===== config.mk =====
export PLATFORM = sky130hd
export DESIGN_NAME = piecewise_linear_interp_table
export DESIGN_NICKNAME = d
export VERILOG_FILES = /design/src/rtl/plit_pkg.sv /design/src/rtl/plit_ram.sv /design/src/rtl/plit_div.sv /design/src/rtl/piecewise_linear_interp_table.sv
export SDC_FILE = /design/constraint.sdc
export NUM_CORES = 2
export LEC_CHECK = 0
export BUFFER_PORTS_ARGS = -buffer_cell sky130_fd_sc_hd__buf_4
export CORE_MARGIN = 3
export CORE_UTILIZATION = 30
export CTS_BUF_LIST = sky130_fd_sc_hd__clkbuf_16
export CTS_CLUSTER_DIAMETER = 120
export DETAILED_ROUTE_END_ITERATION = 12
export GPL_ROUTABILITY_DRIVEN = 0
export SLEW_MARGIN = 0
export SYNTH_ARGS = -nofsm -noshare
export SYNTH_HDL_FRONTEND = slang
export SYNTH_SLANG_ARGS = --single-unit

===== constraint.sdc =====
create_clock -name aclk -period 7.1 [get_ports aclk]
set_input_delay 0.355 -clock aclk [delete_from_list [all_inputs] [get_ports aclk]]
set_output_delay 0.355 -clock aclk [all_outputs]
set_load 0.02 [all_outputs]

===== src/rtl/plit_pkg.sv =====
// shared types and constants for the piecewise linear interpolation table
package plit_pkg;

    localparam int MAX_POINTS = 16;
    localparam int ADDR_W     = (MAX_POINTS > 1) ? $clog2(MAX_POINTS) : 1;
    localparam int CNT_W      = $clog2(MAX_POINTS + 1);
    localparam int DATA_W     = 32;
    localparam int ENTRY_W    = 2 * DATA_W;
    localparam int DIV_STEPS  = DATA_W;
    localparam int DIV_CNT_W  = $clog2(DIV_STEPS);

    typedef enum logic [2:0] {
        ST_OK    = 3'd0,
        ST_DUP   = 3'd1,
        ST_FULL  = 3'd2,
        ST_FEW   = 3'd3,
        ST_BELOW = 3'd4,
        ST_ABOVE = 3'd5
    } status_t;

    typedef enum logic [0:0] {
        FUNC_INSERT = 1'b0,
        FUNC_QUERY  = 1'b1
    } func_t;

    typedef enum logic [3:0] {
        S_IDLE,
        S_INS_RD,
        S_INS_CMP,
        S_INS_PLACE,
        S_SH_RD,
        S_SH_WR,
        S_INS_WR,
        S_Q_RD,
        S_Q_CMP,
        S_DIFF,
        S_MUL,
        S_DIV_GO,
        S_DIV_WAIT,
        S_FIN
    } state_t;

endpackage


===== src/rtl/plit_ram.sv =====
// generic simple dual-port ram with registered read
module plit_ram #(
    parameter int WIDTH = 64,
    parameter int DEPTH = 16
) (
    input  logic                                       aclk,
    input  logic                                       we,
    input  logic [((DEPTH > 1) ? $clog2(DEPTH) : 1)-1:0] waddr,
    input  logic [WIDTH-1:0]                           wdata,
    input  logic [((DEPTH > 1) ? $clog2(DEPTH) : 1)-1:0] raddr,
    output logic [WIDTH-1:0]                           rdata
);

    logic [WIDTH-1:0] mem [DEPTH];

    always_ff @(posedge aclk) begin
        if (we) begin
            mem[waddr] <= wdata;
        end
        rdata <= mem[raddr];
    end

endmodule


===== src/rtl/plit_div.sv =====
// iterative restoring divider, 64 by 32 bits, quotient known to fit 32 bits
module plit_div import plit_pkg::*; (
    input  logic                aclk,
    input  logic                aresetn,
    input  logic                start,
    input  logic [ENTRY_W-1:0]  dividend,
    input  logic [DATA_W-1:0]   divisor,
    output logic                done,
    output logic [DATA_W-1:0]   quotient
);

    logic                 busy_reg, busy_next;
    logic                 done_reg, done_next;
    logic [DIV_CNT_W-1:0] cnt_reg, cnt_next;
    logic [DATA_W-1:0]    rem_reg, rem_next;
    logic [DATA_W-1:0]    quo_reg, quo_next;
    logic [DATA_W-1:0]    dsr_reg, dsr_next;
    logic [DATA_W:0]      trial;

    // upper half is below the divisor, so the partial remainder stays in 32 bits
    assign trial = {rem_reg, quo_reg[DATA_W-1]} - {1'b0, dsr_reg};

    always_comb begin
        busy_next = busy_reg;
        done_next = 1'b0;
        cnt_next  = cnt_reg;
        rem_next  = rem_reg;
        quo_next  = quo_reg;
        dsr_next  = dsr_reg;
        if (start) begin
            busy_next = 1'b1;
            cnt_next  = '0;
            rem_next  = dividend[ENTRY_W-1:DATA_W];
            quo_next  = dividend[DATA_W-1:0];
            dsr_next  = divisor;
        end else if (busy_reg) begin
            if (!trial[DATA_W]) begin
                rem_next = trial[DATA_W-1:0];
                quo_next = {quo_reg[DATA_W-2:0], 1'b1};
            end else begin
                rem_next = {rem_reg[DATA_W-2:0], quo_reg[DATA_W-1]};
                quo_next = {quo_reg[DATA_W-2:0], 1'b0};
            end
            cnt_next = cnt_reg + 1'b1;
            if (cnt_reg == DIV_CNT_W'(DIV_STEPS - 1)) begin
                busy_next = 1'b0;
                done_next = 1'b1;
            end
        end
    end

    always_ff @(posedge aclk) begin
        if (!aresetn) begin
            busy_reg <= 1'b0;
            done_reg <= 1'b0;
            cnt_reg  <= '0;
        end else begin
            busy_reg <= busy_next;
            done_reg <= done_next;
            cnt_reg  <= cnt_next;
        end
        rem_reg <= rem_next;
        quo_reg <= quo_next;
        dsr_reg <= dsr_next;
    end

    assign done     = done_reg;
    assign quotient = quo_reg;

endmodule


===== src/rtl/piecewise_linear_interp_table.sv =====
// top level: sorted breakpoint table with insert and interpolating lookup
//
// Each item is either an insert (func 0) or a query (func 1) and yields exactly one
// result item. Breakpoints (x, value) live in one 64-bit wide RAM of MAX_POINTS
// entries with a registered read; the single read port sets the pace. An insert
// scans the table until it finds its place or a duplicate, then, unless the table
// is full, shifts the upper entries up one by one and writes the new point. Scan
// and shift together read no stored entry more than once, but for the one at the
// slot, which they read twice. A query scans segments from the bottom, then forms
// the differences and the product and starts and runs the bit-serial divider; an
// error answer skips the divide. Items are taken one at a time; the result sits in
// an output register, so the next item is accepted while it waits.
// After reset the table is empty and needs no clearing pass.
module piecewise_linear_interp_table import plit_pkg::*; (
    input  logic               aclk,
    input  logic               aresetn,
    // request channel
    input  logic               s_valid,
    output logic               s_ready,
    input  logic [0:0]         s_func,
    input  logic signed [31:0] s_x_in,
    input  logic signed [31:0] s_val_in,
    // result channel
    output logic               m_valid,
    input  logic               m_ready,
    output logic signed [31:0] m_value_out,
    output logic [2:0]         m_status
);

    state_t              state_reg, state_next;
    logic [CNT_W-1:0]    count_reg, count_next;
    logic [CNT_W-1:0]    idx_reg, idx_next;
    logic [ADDR_W-1:0]   pos_reg, pos_next;
    logic [ADDR_W-1:0]   j_reg, j_next;
    logic signed [31:0]  x_reg, x_next;
    logic [31:0]         val_reg, val_next;
    logic signed [31:0]  x0_reg, x0_next;
    logic [31:0]         v0_reg, v0_next;
    logic signed [31:0]  x1_reg, x1_next;
    logic [31:0]         v1_reg, v1_next;
    logic [31:0]         dx_reg, dx_next;
    logic [31:0]         span_reg, span_next;
    logic [31:0]         mag_reg, mag_next;
    logic                neg_reg, neg_next;
    logic [ENTRY_W-1:0]  prod_reg, prod_next;
    logic [31:0]         res_val_reg, res_val_next;
    status_t             res_st_reg, res_st_next;
    logic                m_valid_reg, m_valid_next;
    logic [31:0]         m_value_reg, m_value_next;
    status_t             m_status_reg, m_status_next;

    // memory port
    logic                ram_we;
    logic [ADDR_W-1:0]   ram_waddr;
    logic [ENTRY_W-1:0]  ram_wdata;
    logic [ADDR_W-1:0]   ram_raddr;
    logic [ENTRY_W-1:0]  ram_rdata;
    logic signed [31:0]  rd_x;
    logic [31:0]         rd_v;

    // divider
    logic                div_start;
    logic                div_done;
    logic [31:0]         div_q;

    // segment arithmetic
    logic [32:0]         dv_wide;
    logic [32:0]         dv_abs;
    logic [31:0]         span_raw;

    assign rd_x = $signed(ram_rdata[ENTRY_W-1:DATA_W]);
    assign rd_v = ram_rdata[DATA_W-1:0];

    assign dv_wide  = {v1_reg[31], v1_reg} - {v0_reg[31], v0_reg};
    assign dv_abs   = dv_wide[32] ? (33'd0 - dv_wide) : dv_wide;
    assign span_raw = x1_reg - x0_reg;

    plit_ram #(
        .WIDTH (ENTRY_W),
        .DEPTH (MAX_POINTS)
    ) u_ram (
        .aclk  (aclk),
        .we    (ram_we),
        .waddr (ram_waddr),
        .wdata (ram_wdata),
        .raddr (ram_raddr),
        .rdata (ram_rdata)
    );

    plit_div u_div (
        .aclk     (aclk),
        .aresetn  (aresetn),
        .start    (div_start),
        .dividend (prod_reg),
        .divisor  (span_reg),
        .done     (div_done),
        .quotient (div_q)
    );

    always_comb begin
        state_next   = state_reg;
        count_next   = count_reg;
        idx_next     = idx_reg;
        pos_next     = pos_reg;
        j_next       = j_reg;
        x_next       = x_reg;
        val_next     = val_reg;
        x0_next      = x0_reg;
        v0_next      = v0_reg;
        x1_next      = x1_reg;
        v1_next      = v1_reg;
        dx_next      = dx_reg;
        span_next    = span_reg;
        mag_next     = mag_reg;
        neg_next     = neg_reg;
        prod_next    = prod_reg;
        res_val_next = res_val_reg;
        res_st_next  = res_st_reg;
        m_valid_next = m_valid_reg;
        m_value_next = m_value_reg;
        m_status_next = m_status_reg;

        ram_we    = 1'b0;
        ram_waddr = pos_reg;
        ram_wdata = {x_reg, val_reg};
        ram_raddr = idx_reg[ADDR_W-1:0];
        div_start = 1'b0;

        // result register empties independently of the sequencer
        if (m_valid_reg && m_ready) begin
            m_valid_next = 1'b0;
        end

        case (state_reg)
            S_IDLE: begin
                if (s_valid) begin
                    x_next       = s_x_in;
                    val_next     = s_val_in;
                    idx_next     = '0;
                    res_val_next = '0;
                    if (s_func == FUNC_INSERT) begin
                        state_next = S_INS_RD;
                    end else if (count_reg < CNT_W'(2)) begin
                        res_st_next = ST_FEW;
                        state_next  = S_FIN;
                    end else begin
                        state_next = S_Q_RD;
                    end
                end
            end

            // insert: find the slot, stop on a duplicate
            S_INS_RD: begin
                if (idx_reg == count_reg) begin
                    pos_next   = idx_reg[ADDR_W-1:0];
                    state_next = S_INS_PLACE;
                end else begin
                    state_next = S_INS_CMP;
                end
            end

            S_INS_CMP: begin
                if (x_reg == rd_x) begin
                    res_st_next = ST_DUP;
                    state_next  = S_FIN;
                end else if (x_reg < rd_x) begin
                    pos_next   = idx_reg[ADDR_W-1:0];
                    state_next = S_INS_PLACE;
                end else begin
                    idx_next   = idx_reg + 1'b1;
                    state_next = S_INS_RD;
                end
            end

            S_INS_PLACE: begin
                if (count_reg >= CNT_W'(MAX_POINTS)) begin
                    res_st_next = ST_FULL;
                    state_next  = S_FIN;
                end else if (count_reg[ADDR_W-1:0] > pos_reg) begin
                    j_next     = count_reg[ADDR_W-1:0];
                    state_next = S_SH_RD;
                end else begin
                    state_next = S_INS_WR;
                end
            end

            // move entry j-1 up to j, top down
            S_SH_RD: begin
                ram_raddr  = j_reg - 1'b1;
                state_next = S_SH_WR;
            end

            S_SH_WR: begin
                ram_we    = 1'b1;
                ram_waddr = j_reg;
                ram_wdata = ram_rdata;
                j_next    = j_reg - 1'b1;
                if ((j_reg - 1'b1) == pos_reg) begin
                    state_next = S_INS_WR;
                end else begin
                    state_next = S_SH_RD;
                end
            end

            S_INS_WR: begin
                ram_we      = 1'b1;
                ram_waddr   = pos_reg;
                ram_wdata   = {x_reg, val_reg};
                count_next  = count_reg + 1'b1;
                res_st_next = ST_OK;
                state_next  = S_FIN;
            end

            // query: walk segments from the bottom
            S_Q_RD: begin
                state_next = S_Q_CMP;
            end

            S_Q_CMP: begin
                if (idx_reg == '0) begin
                    if (x_reg < rd_x) begin
                        res_st_next = ST_BELOW;
                        state_next  = S_FIN;
                    end else begin
                        x0_next    = rd_x;
                        v0_next    = rd_v;
                        idx_next   = idx_reg + 1'b1;
                        state_next = S_Q_RD;
                    end
                end else if (x_reg <= rd_x) begin
                    x1_next    = rd_x;
                    v1_next    = rd_v;
                    state_next = S_DIFF;
                end else begin
                    x0_next = rd_x;
                    v0_next = rd_v;
                    if (CNT_W'(idx_reg + 1'b1) == count_reg) begin
                        res_st_next = ST_ABOVE;
                        state_next  = S_FIN;
                    end else begin
                        idx_next   = idx_reg + 1'b1;
                        state_next = S_Q_RD;
                    end
                end
            end

            S_DIFF: begin
                dx_next    = x_reg - x0_reg;
                span_next  = (span_raw == '0) ? 32'd1 : span_raw;
                mag_next   = dv_abs[31:0];
                neg_next   = dv_wide[32];
                state_next = S_MUL;
            end

            S_MUL: begin
                prod_next  = ENTRY_W'(mag_reg) * ENTRY_W'(dx_reg);
                state_next = S_DIV_GO;
            end

            S_DIV_GO: begin
                div_start  = 1'b1;
                state_next = S_DIV_WAIT;
            end

            S_DIV_WAIT: begin
                if (div_done) begin
                    res_val_next = neg_reg ? (v0_reg - div_q) : (v0_reg + div_q);
                    res_st_next  = ST_OK;
                    state_next   = S_FIN;
                end
            end

            // hand the answer to the output register once it is free
            S_FIN: begin
                if (!m_valid_reg || m_ready) begin
                    m_valid_next  = 1'b1;
                    m_value_next  = res_val_reg;
                    m_status_next = res_st_reg;
                    state_next    = S_IDLE;
                end
            end

            default: begin
                state_next = S_IDLE;
            end
        endcase
    end

    always_ff @(posedge aclk) begin
        if (!aresetn) begin
            state_reg   <= S_IDLE;
            count_reg   <= '0;
            m_valid_reg <= 1'b0;
        end else begin
            state_reg   <= state_next;
            count_reg   <= count_next;
            m_valid_reg <= m_valid_next;
        end
        idx_reg      <= idx_next;
        pos_reg      <= pos_next;
        j_reg        <= j_next;
        x_reg        <= x_next;
        val_reg      <= val_next;
        x0_reg       <= x0_next;
        v0_reg       <= v0_next;
        x1_reg       <= x1_next;
        v1_reg       <= v1_next;
        dx_reg       <= dx_next;
        span_reg     <= span_next;
        mag_reg      <= mag_next;
        neg_reg      <= neg_next;
        prod_reg     <= prod_next;
        res_val_reg  <= res_val_next;
        res_st_reg   <= res_st_next;
        m_value_reg  <= m_value_next;
        m_status_reg <= m_status_next;
    end

    assign s_ready     = (state_reg == S_IDLE);
    assign m_valid     = m_valid_reg;
    assign m_value_out = $signed(m_value_reg);
    assign m_status    = m_status_reg;

endmodule


**Word-level counts from Yosys, hierarchy flattened**

Memory sizes are Yosys's and may differ from the RTL's. A register that Yosys moved wholly into a read port is not among the register bits.
Cells that the tools add are included.
Widths: inputs -> output; s select.

- Register bits: 549
- Bits in writable memories: 1,024
- Bits of input ports: 69
- Output and inout bits: 37
- Logic and storage cells: 181
- Memories: 1

- Add/sub/neg operators: 11
- $mul: 1
- Magnitude comparators: 5
- Equality and inequality tests: 36
- Multiplexer cells: 72
- Bitwise operators: 3
- Reduce and logical (&&, ||, !) cells: 25

Memories:

| name | depth | width | read ports | clocked after Yosys merged registers in | wr ports | line | text |
|---|---|---|---|---|---|---|---|
| u_ram.mem | 16 | 64 | 1 | 1 | 1 | plit_ram.sv:14 | `logic [WIDTH-1:0] mem [DEPTH];` |

Operators with widths:

| cell | count |
|---|---|
| $mux 32 | 15 |
| $sub 32x32->32 | 3 |
| $mux 4 | 18 |
| $mul 32x32->64 | 1 |
| $mux 64 | 1 |
| $pmux 32 s2 | 1 |
| $pmux 4 s14 | 1 |
| $sub 32x32->33 | 1 |
| $sub 33x32->33 | 1 |
| $add 32x32->32 | 1 |
| $eq 32x32->1 | 1 |
| $le 32x32->1 | 1 |
| $logic_not 32->1 | 1 |
| $lt 32x32->1 | 1 |
| $sub 1x32->32 const A | 1 |
| $mux 3 | 10 |
| $mux 5 | 6 |
| $eq 4x4->1 const B | 6 |
| $ne 2x2->1 const B | 11 |
| $pmux 3 s6 | 1 |
| $eq 4x3->1 const B | 4 |
| $pmux 4 s2 | 2 |
| $add 5x1->5 const B | 3 |
| $pmux 5 s3 | 1 |
| other kinds (29) | 61 |

**Longest topological paths before layout**

- Depth after elaboration: 6
- Gate-level depth with buffers: 29
- Mapped depth without buffers: 28

**Cells and area by module**

A second synthesis with hierarchy kept.

- Cell total of the unflattened synthesis: 7,923
- Area total of the unflattened synthesis: 103,194.0 um^2

By module, submodules not included:

| module | instances | cells an instance | area each (um^2) | seq. area each (um^2) |
|---|---|---|---|---|
| piecewise_linear_interp_table | 1 | 5,726 | 57,405.1 | 13,292.7 |
| plit_ram | 1 | 1,647 | 39,581.7 | 32,030.7 |
| plit_div | 1 | 550 | 6,207.2 | 3,022.9 |

**Worst setup path after synthesis**

OpenSTA, ideal clock, no wires.

- Kind: reg-to-reg
- Start point: register dx_reg[2]
- End point: register prod_reg[54] (data pin)
- Setup time: 0.264 ns
- Arrival time: 7.405 ns
- Data required time: 6.836 ns
- Slack: -0.569 ns
- Cell stages (with the launch flop): 28
- Period minus slack after synthesis: 7.669 ns
- Cell sequence: edfxtp_1 clkbuf_1 and2_1 fa_1 inv_1 fa_1 fa_1 fa_1 inv_1 fa_1 inv_1 fa_1 inv_1 fa_1 fa_1 ha_1 nand3_1 nor4_1 o311a_1 and3b_1 a21oi_1 a31oi_1 nor4_1 nor3_1 a21oi_1 a21o_1 a21oi_1 xnor2_1

- Word-level cells in the longest chain between the ends: 1

RTL lines:

| item | line | text |
|---|---|---|
| start, declared | piecewise_linear_interp_table.sv:41 | `logic [31:0] dx_reg, dx_next;` |
| start signal, assigned | piecewise_linear_interp_table.sv:308 | `dx_reg <= dx_next;` |
| $mul 32x32->64 | piecewise_linear_interp_table.sv:256 | `prod_next = ENTRY_W'(mag_reg) * ENTRY_W'(dx_reg);` |
| end signal, assigned | piecewise_linear_interp_table.sv:312 | `prod_reg <= prod_next;` |
| end, declared | piecewise_linear_interp_table.sv:45 | `logic [ENTRY_W-1:0] prod_reg, prod_next;` |

No other way between the ends.
A chain may end at the register's enable or synchronous reset.

**Worst setup path in the final report**

- Start point: register dx_reg[11]
- End point: register prod_reg[57] (data pin)

Same word-level chain as after synthesis.

==> flow_summary.json <==
{
  "maxCapViolCount": 0,
  "synth_cells": 9454,
  "critPathTopFamily": "adder cells",
  "clkSinkCount": 1637,
  "maxUsedRoutingLayer": "met5",
  "fin_crit_sh": 1.10,
  "final_cell_mix": "1,850 x nand2_1, 1,556 x edfxtp_1, 1,068 x inv_1",
  "yosys.area.top_type": "edfxtp_1",
  "relSlewSlack": 0.183,
  "fmax_mhz": 128,
  "grt_usage": 0.154,
  "nFillCells": 33800,
  "root_buffer": "clkbuf_16",
  "required_ps": 7650,
  "tightest_slew_ps": 1190,
  "io_buffers": 105,
  "synth_nets": 10900,
  "slew_violations": 0,
  "antenna_found_initial": 10,
  "drt_iter0_drc": 4970,
  "layout_commonest_cell": "nand2_1",
  "fin_skew_ps": 26.7,
  "vias_per_cell": 4.79,
  "first_pass_iters": 6,
  "yosys_warnings": 0,
  "grt_pass1_wl_mm": 428,
  "dr_wl_met3_mm": 13.8,
  "start_kind": "flop",
  "final_core_util": 0.353,
  "grt_overflow_total": 0,
  "cts_max_level": 4,
  "cpMostUsedCell": "fa_1",
  "synth_edf_count": 1556,
  "fin_nets": 11300,
  "met1Wirelength_mm": 121,
  "rsz0062_at_grt": "true",
  "start_util": 0.303,
  "fp.dieW_microns": 596,
  "via_count": 69700,
  "grt_max_degree": 160,
  "rr_endpoint": "prod_reg[57]$_DFFE_PP_",
  "syn_avg_cell_area_sq_um": 11.0,
  "clock_latency_ps": 820,
  "crit_type": "flop to flop",
  "reg2reg_from": "dx_reg[11]$_DFFE_PP_",
  "synthesis.area_sq_um": 104000,
  "drive_gt1_frac": 0.112,
  "hp-class": "primary input to flop",
  "yosys_register_bits": 1637,
  "yosysSeqAreaShare": 0.463,
  "drt-total-wl_mm": 278,
  "core_sq_um": 345000,
  "area_delta_synth_final_pct": 16.5,
  "synthDistinctLibCells": 78,
  "dp_hpwl_mm": 193,
  "synth-main-ff-cell": "edfxtp_1",
  "hold_end": "state_reg[1]$_SDFFE_PN0P_",
  "antenna_left": 0,
  "grt_pass1_vias": 70700,
  "cts_tree": "done",
  "worstPathMaxFanout": 9,
  "cp_slowest_cell": "fa_2",
  "worstPathCellList": "buf_4, clkbuf_16, and2_1, fa_1, inv_1, fa_1, fa_1, fa_1, inv_1, fa_2, fa_1, fa_1, fa_1, ha_1, a21o_1, a21oi_1, o21ai_1, a31oi_4, o21ai_2, o31a_1, o221a_4, mux2i_1, and4b_1",
  "clockBufferDepth": 3,
  "met2_length_mm": 135,
  "violations": "setup timing",
  "outcome": "finished, violations left",
  "crit_path_max_incr_delay_ps": 650,
  "min-delay-start": "s_func",
  "min_period_ps": 7840,
  "synth.area.top_cells": "edfxtp_1 45%, fa_1 17%, nand2_1 6.7%",
  "cp.buffers_inverters": 4,
  "r2r_cells": 23,
  "cts_made_buffers": 169,
  "largest_reg_flops": 1024,
  "r2r_setup_slack_ps": -740,
  "arrival_ps": 8390,
  "finalHoldViolCount": 0,
  "rows": 215,
  "synth_top_area_frac": 0.448,
  "worst_slack_ps": -738,
  "wl_per_cell_microns": 19.1,
  "dieHeight_microns": 596,
  "dieArea_sq_um": 355000,
  "whs_path_depth": 5,
  "cts.clk_slew.worst_paths_ps": 70,
  "setup-violations-final": 35,
  "critPathCaptureType": "flop",
  "top_level_ports": 106,
  "drc_errors": 0,
  "async_reset_ff_frac": 0
}
-- worst max path at each step --
stage                     startpoint                     end  slack, ps  cells past startpoint
2_1_floorplan   mag_reg[7]$_DFFE_PP_  prod_reg[62]$_DFFE_PP_       -150                     28
3_3_place_gp   mag_reg[14]$_DFFE_PP_  prod_reg[50]$_DFFE_PP_       -880                     28
3_5_place_dp     dx_reg[5]$_DFFE_PP_  prod_reg[54]$_DFFE_PP_       -960                     27
4_1_cts        mag_reg[11]$_DFFE_PP_  prod_reg[54]$_DFFE_PP_       -810                     29
5_1_grt          dx_reg[2]$_DFFE_PP_  prod_reg[54]$_DFFE_PP_       -950                     29
6_report        dx_reg[11]$_DFFE_PP_  prod_reg[57]$_DFFE_PP_       -740                     23
-- worst register-to-register path, delay by kind of cell (launching register included) --
family,cells,cell delay (ps)
DFF,1,460
and+or+nand+nor,2,340
AOI/OAI and AO/OA,7,1630
adders and majority gates,9,4540
muxes,1,120
buffers and inverters,4,480
-- final cells by class --
cell class	instances	area, sq um	share of cell area
inverters	1057	3970	0.0327
well taps	4557	5700	0.0469
diodes	8	20.0	0.000165
clock inverters	139	1280	0.0106
multi-input cells	6271	51200	0.422
clock buffers	171	4280	0.0352
repair buffers	720	6720	0.0553
flip-flops and latches	1637	48300	0.398
-- kinds of logic after synthesis --
group | share of synthesized area
AO/OA/AOI/OAI | 0.0770
XOR/XNOR | 0.0214
adder cells (fa/ha/maj) | 0.229
buffers and inverters | 0.0557
flip-flops | 0.463
multiplexers | 0.00347
AND/OR/NAND/NOR | 0.150
-- metal layers --
metal,GRT usage,vias to the layer above
met1,0.205,35200
met5,0,-
li1,-,32600
met2,0.262,1576
met3,0.0210,323
met4,0.0445,6
-- per-stage QoR --
stage | hold WS [ps] | TNS, ps | instances | area [sq um] | setup slack [ps]
after floorplan | 400 | -195 | 9454 | 105000 | -145
after global placement | 401 | -18370 | 14100 | 114000 | -880
after detailed placement | 405 | -20060 | 14100 | 114000 | -958
after CTS | 98.8 | -17770 | 14500 | 121000 | -812
after global routing | 198 | -24500 | 14600 | 122000 | -953
final | 159 | -16310 | 14600 | 122000 | -738
-- cell usage after synthesis, types with 38 or more instances --
| cell type | number |
|---|---|
| inv_1 | 1056 |
| nor3_1 | 71 |
| nand3_1 | 183 |
| dfxtp_1 | 81 |
| a311oi_1 | 131 |
| a21oi_1 | 299 |
| nand2b_1 | 38 |
| nand2_1 | 1852 |
| xor2_1 | 79 |
| nand4_1 | 39 |
| ha_1 | 464 |
| clkbuf_1 | 474 |
| a31oi_1 | 157 |
| nor2_1 | 248 |
| a21o_1 | 119 |
| xnor2_1 | 176 |
| edfxtp_1 | 1556 |
| nor2b_1 | 38 |
| fa_1 | 901 |
| o21ai_0 | 220 |
| and2_1 | 614 |
| a211oi_1 | 87 |
| and3_1 | 221 |
-- what timing repair did --
| action | 4_1_cts | 5_1_grt |
|---|---|---|
| gates resized for setup | 78 | 110 |
| setup buffers | 18 | 31 |
| pin swaps | 37 | 78 |
| gates cloned | 2 | 5 |
| endpoints found under the hold margin | 81 | 0 |
| setup endpoints to repair | 36 | 41 |
| hold buffers | 66 | 0 |
Power is left out: the tool's default activity adds up to more than one toggle a clock period on the data nets, which glitch-free logic cannot reach.
